--- src/hw/rtl/scs_pkg.sv ---
// Package for the segmented candidate sieve.
// Holds sizes, field widths, command codes, controller states and the
// command and status bundles. It depends on nothing else.
`default_nettype none

package scs_pkg;

  // Sieve and table sizes.
  localparam int unsigned MAX_SIEVE_BITS = 262144;
  localparam int unsigned MAX_PRIMES     = 8192;
  localparam int unsigned WORD_COUNT     = (MAX_SIEVE_BITS + 31) / 32;
  localparam int unsigned WORD_AW        = $clog2(WORD_COUNT);
  localparam int unsigned PRIME_AW       = $clog2(MAX_PRIMES);
  localparam int unsigned MIN_SEGMENT    = 32;

  // Fixed field and register widths.
  localparam int unsigned CMD_W      = 2;
  localparam int unsigned SLOT_W     = 13;
  localparam int unsigned PRIME_W    = 24;
  localparam int unsigned DATA_W     = 32;
  localparam int unsigned POS_W      = 19;
  localparam int unsigned COUNT_W    = 14;
  localparam int unsigned NWORD_W    = WORD_AW + 1;
  localparam int unsigned HIT_W      = PRIME_W + 1;
  localparam int unsigned CFG_IDX_W  = 1;
  localparam int unsigned CFG_DATA_W = 19;

  // Bit-within-word mask.
  localparam logic [4:0] BIT_MASK = 5'h1F;

  // Configuration register indexes.
  localparam logic [CFG_IDX_W-1:0] CFG_SEGMENT_BITS  = 1'b0;
  localparam logic [CFG_IDX_W-1:0] CFG_PRIMES_IN_USE = 1'b1;

  typedef enum logic [CMD_W-1:0] {
    CMD_LOAD_PRIME = 2'd0,
    CMD_LOAD_BASE  = 2'd1,
    CMD_RESTART    = 2'd2,
    CMD_NEXT       = 2'd3
  } cmd_e;

  typedef enum logic [3:0] {
    ST_IDLE,
    ST_SCAN_RD,
    ST_SCAN_CHK,
    ST_EMIT,
    ST_FAIL,
    ST_START,
    ST_COPY_RD,
    ST_COPY_WR,
    ST_PRIME_CHK,
    ST_PRIME_RD,
    ST_PRIME_LD,
    ST_PRIME_TEST,
    ST_HIT_RD,
    ST_HIT_WR,
    ST_OFF_WR,
    ST_BUILD_END
  } state_e;

  // Commands from the controller to the datapath.
  typedef struct packed {
    logic accept;
    logic start_build;
    logic copy_rd;
    logic copy_wr;
    logic prime_rd;
    logic prime_ld;
    logic hit_rd;
    logic hit_wr;
    logic off_wr;
    logic build_end;
    logic scan_rd;
    logic scan_chk;
    logic emit;
    logic seg_fail;
  } ctrl_t;

  // Status from the datapath to the controller.
  typedef struct packed {
    cmd_e cmd;
    logic pending;
    logic copy_last;
    logic prime_last;
    logic p_zero;
    logic j_lt_seg;
    logic scan_end;
    logic word_hit;
    logic hit_ok;
    logic out_free;
  } status_t;

  // Index of the lowest set bit of a non-zero word.
  function automatic logic [4:0] lowest_bit(input logic [DATA_W-1:0] w);
    logic [DATA_W-1:0] iso;
    logic [4:0]        idx;
    iso = w & (~w + 1'b1);
    idx = '0;
    for (int k = 0; k < DATA_W; k++) begin
      if (iso[k]) begin
        idx = idx | 5'(k);
      end
    end
    return idx;
  endfunction

endpackage

`default_nettype wire

--- src/hw/rtl/scs_controller.sv ---
// Controller state machine of the segmented candidate sieve.
// Depends on scs_pkg for states and the command and status bundles.
`default_nettype none

module scs_controller import scs_pkg::*; (
  input  wire logic    clk_i,
  input  wire logic    rst_ni,
  input  wire logic    in_valid_i,
  output      logic    in_ready_o,
  input  wire status_t status_i,
  output      ctrl_t   ctrl_o
);

  state_e state_q, state_d;
  logic   after_build_q, after_build_d;

  // State register.
  always_ff @(posedge clk_i or negedge rst_ni) begin
    if (!rst_ni) begin
      state_q       <= ST_IDLE;
      after_build_q <= 1'b0;
    end else begin
      state_q       <= state_d;
      after_build_q <= after_build_d;
    end
  end

  // Next state and commands.
  always_comb begin
    state_d       = state_q;
    after_build_d = after_build_q;
    ctrl_o        = '0;
    in_ready_o    = 1'b0;
    case (state_q)
      ST_IDLE: begin
        in_ready_o    = 1'b1;
        ctrl_o.accept = in_valid_i;
        if (in_valid_i && (status_i.cmd == CMD_NEXT)) begin
          after_build_d = status_i.pending;
          state_d       = status_i.pending ? ST_START : ST_SCAN_RD;
        end
      end
      ST_SCAN_RD: begin
        if (status_i.scan_end) begin
          state_d = ST_FAIL;
        end else begin
          ctrl_o.scan_rd = 1'b1;
          state_d        = ST_SCAN_CHK;
        end
      end
      ST_SCAN_CHK: begin
        ctrl_o.scan_chk = 1'b1;
        if (!status_i.word_hit) begin
          state_d = ST_SCAN_RD;
        end else begin
          state_d = status_i.hit_ok ? ST_EMIT : ST_FAIL;
        end
      end
      ST_EMIT: begin
        if (status_i.out_free) begin
          ctrl_o.emit = 1'b1;
          state_d     = ST_IDLE;
        end
      end
      ST_FAIL: begin
        ctrl_o.seg_fail = 1'b1;
        if (after_build_q) begin
          state_d = ST_IDLE;
        end else begin
          after_build_d = 1'b1;
          state_d       = ST_START;
        end
      end
      ST_START: begin
        ctrl_o.start_build = 1'b1;
        state_d            = ST_COPY_RD;
      end
      ST_COPY_RD: begin
        ctrl_o.copy_rd = 1'b1;
        state_d        = ST_COPY_WR;
      end
      ST_COPY_WR: begin
        ctrl_o.copy_wr = 1'b1;
        state_d        = status_i.copy_last ? ST_PRIME_CHK : ST_COPY_RD;
      end
      ST_PRIME_CHK: begin
        state_d = status_i.prime_last ? ST_BUILD_END : ST_PRIME_RD;
      end
      ST_PRIME_RD: begin
        ctrl_o.prime_rd = 1'b1;
        state_d         = ST_PRIME_LD;
      end
      ST_PRIME_LD: begin
        ctrl_o.prime_ld = 1'b1;
        state_d         = ST_PRIME_TEST;
      end
      ST_PRIME_TEST: begin
        if (!status_i.p_zero && status_i.j_lt_seg) begin
          state_d = ST_HIT_RD;
        end else begin
          state_d = ST_OFF_WR;
        end
      end
      ST_HIT_RD: begin
        ctrl_o.hit_rd = 1'b1;
        state_d       = ST_HIT_WR;
      end
      ST_HIT_WR: begin
        ctrl_o.hit_wr = 1'b1;
        state_d       = ST_PRIME_TEST;
      end
      ST_OFF_WR: begin
        ctrl_o.off_wr = 1'b1;
        state_d       = ST_PRIME_CHK;
      end
      ST_BUILD_END: begin
        ctrl_o.build_end = 1'b1;
        state_d          = ST_SCAN_RD;
      end
      default: begin
        state_d = ST_IDLE;
      end
    endcase
  end

  // A result is only loaded when the output register can take it.
  a_emit_free: assert property (@(posedge clk_i) disable iff (!rst_ni)
    ctrl_o.emit |-> status_i.out_free) else $error("result loaded over a held beat");

  // Each clear writes the word read in the cycle before.
  a_hit_pair: assert property (@(posedge clk_i) disable iff (!rst_ni)
    ctrl_o.hit_wr |-> $past(ctrl_o.hit_rd)) else $error("clear without a read");

  // Each copied word comes from the read in the cycle before.
  a_copy_pair: assert property (@(posedge clk_i) disable iff (!rst_ni)
    ctrl_o.copy_wr |-> $past(ctrl_o.copy_rd)) else $error("copy without a read");

  // The scan check always follows a scan read.
  a_scan_pair: assert property (@(posedge clk_i) disable iff (!rst_ni)
    ctrl_o.scan_chk |-> $past(ctrl_o.scan_rd)) else $error("scan check without a read");

endmodule

`default_nettype wire

--- config.mk ---
export PLATFORM = sky130hd
export DESIGN_NAME = scs_controller
export DESIGN_NICKNAME = d
export VERILOG_FILES = /design/src/hw/rtl/scs_pkg.sv /design/src/hw/rtl/scs_controller.sv
export SDC_FILE = /design/constraint.sdc
export NUM_CORES = 1
export LEC_CHECK = 0
export BUFFER_PORTS_ARGS = -buffer_cell sky130_fd_sc_hd__buf_4
export CAP_MARGIN = 40
export CORE_AREA = 2 2 39 41
export CTS_BUF_LIST = sky130_fd_sc_hd__clkbuf_16
export CTS_CLUSTER_SIZE = 8
export DETAILED_ROUTE_END_ITERATION = 10
export DIE_AREA = 0 0 41 43
export HOLD_SLACK_MARGIN = 0.05
export PLACE_DENSITY = 0.74
export SLEW_MARGIN = 10
export SYNTH_ARGS = -nofsm -noshare
export SYNTH_HDL_FRONTEND = slang
export SYNTH_SLANG_ARGS = --single-unit
export TNS_END_PERCENT = 10
--- constraint.sdc ---
create_clock -name clk_i -period 3.1 [get_ports clk_i]
set_input_delay 0.775 -clock clk_i [delete_from_list [all_inputs] [get_ports clk_i]]
set_output_delay 0.775 -clock clk_i [all_outputs]
set_load 0.01 [all_outputs]
==> flow_metrics.tcl <==
set metrics [dict create \
    status "finished clean" \
    hpwlAfterDp_mm 1.04 \
    yosys.area.top_type_share 0.231 \
    peakVddDrop_mv 0.572 \
    finalCriticalPeriod_ns 2.27 \
    max-slew-margin-rel 0.586 \
    drc 0 \
    start_util 0.392 \
    drive_gt1_frac 0.327 \
    cts_hold_buffers 0 \
    grt_antenna_before_repair 0 \
    cts_setup_buffers 0 \
    fp.dieH_um 43 \
    worstSetupEndpointType "primary output" \
    rows 14 \
    synth_top_flop_cell "dfrtp_1" \
    cellLeakagePower_nw 0.391 \
    drt_iter0_drc 10 \
    clk_pin_slew_worst_paths_ns 0.04 \
    grt_max_degree 20 \
    synth_most_common_cell "nor2_1" \
    clock_latency_ns 0.23 \
    cts_tree "yes" \
    tightest_slew_ns 0.621 \
    stdcell_count 120 \
    area_growth_pct 50.8 \
    n_antenna_cell 0 \
    setup_viol 0 \
    ctsResizeCount 0 \
    finalNetCount 119 \
    grt_pass1_wl_mm 2.34 \
    synth_area_leaders "dfrtp_1 (23%), nor2_1 (9.0%), nand2b_1 (4.6%)" \
    seq_area_frac_synth 0.231 \
    grt_pass1_vias 572 \
    avgSynthCellArea_um2 7.04 \
    die_area_um2 1760 \
    cts_root_buf "clkbuf_16" \
    power_w 0.000806 \
    crit_type "reg -> out" \
    coreArea_um2 1380 \
    num_vias 651 \
    io_buffers 28 \
    p_per_area_nw_per_um2 987 \
    ys_ff_latch 5 \
    critPathMaxFanout 19 \
    clock-sinks 5 \
    yosysTopAreaCell "dfrtp_1" \
    ys_async_sr_fraction 1.00 \
    min_path_type "in -> async" \
    period_share 0.734 \
    ant_nets 0 \
    yosysWarnings 0 \
    worstPathRequired_ns 2.32 \
    wirelength_mm 1.44 \
    drv_slew 0 \
    avgRoutedWirePerCell_um 12.0 \
    max_freq_ghz 0.440 \
    viasPerCell 5.43 \
    arrival_ns 1.50 \
    rsz0062_at_grt "no" \
    track_usage 0.191 \
    gp_congestion 0.777 \
    io_pins 29 \
    syn-num-nets 91 \
    clockBufferDepth 2 \
    placed_cells 116 \
    drv_cap 0 \
    htreeDepth 1 \
    synthesis.area_um2 542 \
    numCtsBuffers 3 \
    synth_common_cells "nor2_1 (13), nand2_1 (6), dfrtp_1 (5), nor3_1 (5)" \
    hold_viol 0 \
    clock-skew-final_ns 0.00440 \
    synth_edf_count 0 \
    yosysUniqueCellTypes 33 \
    startpoint_type "register" \
    netlist_instances 77 \
    firstDrtPassIters 4 \
    setup_tns_ns 0 \
    overflow 0 \
    die_w_um 41 \
]
[worst max-delay path, stage by stage, from the launching register on]
cell and delay (ns):
dfrtp_1 0.60, nand2b_1 0.34, nor3_1 0.18, buf_4 0.15
[area by class of cell]
class / count / area [µm²]
Inverter: 4 / 15.0
Tap cell: 16 / 20.0
Timing Repair Buffer: 28 / 210
Clock buffer: 3 / 75.1
Clock inverter: 1 / 3.75
Fill cell: 151 / 567
Sequential cell: 5 / 125
Multi-Input combinational cell: 63 / 368
[metal layers]
layer | share of wire | GRT usage | routed length (µm) | vias up
met5 | 0 | 0 | 0 | -
met3 | 0.067 | 0.0838 | 96 | 3
li1 | - | - | - | 325
met1 | 0.46 | 0.268 | 663 | 304
met2 | 0.47 | 0.250 | 675 | 19
met4 | 0.0055 | 0.0733 | 8 | 0
[cell families after synthesis]
family / count (synthesis) / synth area share
AOI/OAI and AO/OA: 19 / 0.243
buffers and inverters: 9 / 0.0901
DFF: 5 / 0.231
and+or+nand+nor: 44 / 0.436
[state kept, by name, summed over array words and instances (netlist names)]
signal,cells
state_q,4
after_build_q,1
[where the power goes]
part	total (W)	switching (W)	internal [W]
Clock	0.000209	0.0000420	0.000167
Combinational	0.000381	0.000186	0.000195
Sequential	0.000216	0.000119	0.0000972
Total	0.000806	0.000347	0.000459
[worst paths after layout]
path	from	end	slack, ns	depth (start not counted)
worst min-delay path	rst_ni	state_q[3]	0.34	1
worst min register to register	after_build_q	after_build_q	0.59	2
min in group clk_i	after_build_q	after_build_q	0.59	2
worst max register to register	state_q[3]	state_q[2]	1.50	4
max in group asynchronous	rst_ni	after_build_q	2.65	1
worst max-delay path	state_q[3]	ctrl_o[0]	0.83	3
[cell usage in the layout (no fill, tap or decap)]
master / count
buf_4: 28
nor2_1: 13
nand2_1: 6
nor3_1: 5
inv_1: 5
dfrtp_1: 5
nand2b_1: 4
a21oi_1: 4
nand3_1: 3
o21ai_0: 3
nor2b_1: 3
clkbuf_16: 3
nor4_1: 2
o22ai_1: 2
nand2_4: 1
nand2b_2: 1
nor4_2: 1
and2_1: 1
a21boi_1: 1
and2b_1: 1
o21ai_1: 1
nor4b_1: 1
a2111oi_0: 1
and3_1: 1
a21boi_0: 1
o31a_1: 1
nor3b_1: 1
a22o_1: 1
a221o_1: 1
a222oi_1: 1
o211a_1: 1
a211oi_1: 1
[per-stage QoR]
stage	hold WS, ns	worst slack (ns)	util	instance area, µm²
finish	0.341	0.825	0.590	817
global route	0.340	0.694	0.590	817
detailed placement	0.578	1.04	0.533	738
floorplan	0.479	1.06	-	542
global placement	0.547	1.05	0.533	738
CTS	0.341	0.804	0.590	817
No activity file was read; power rests on OpenSTA's default activity.
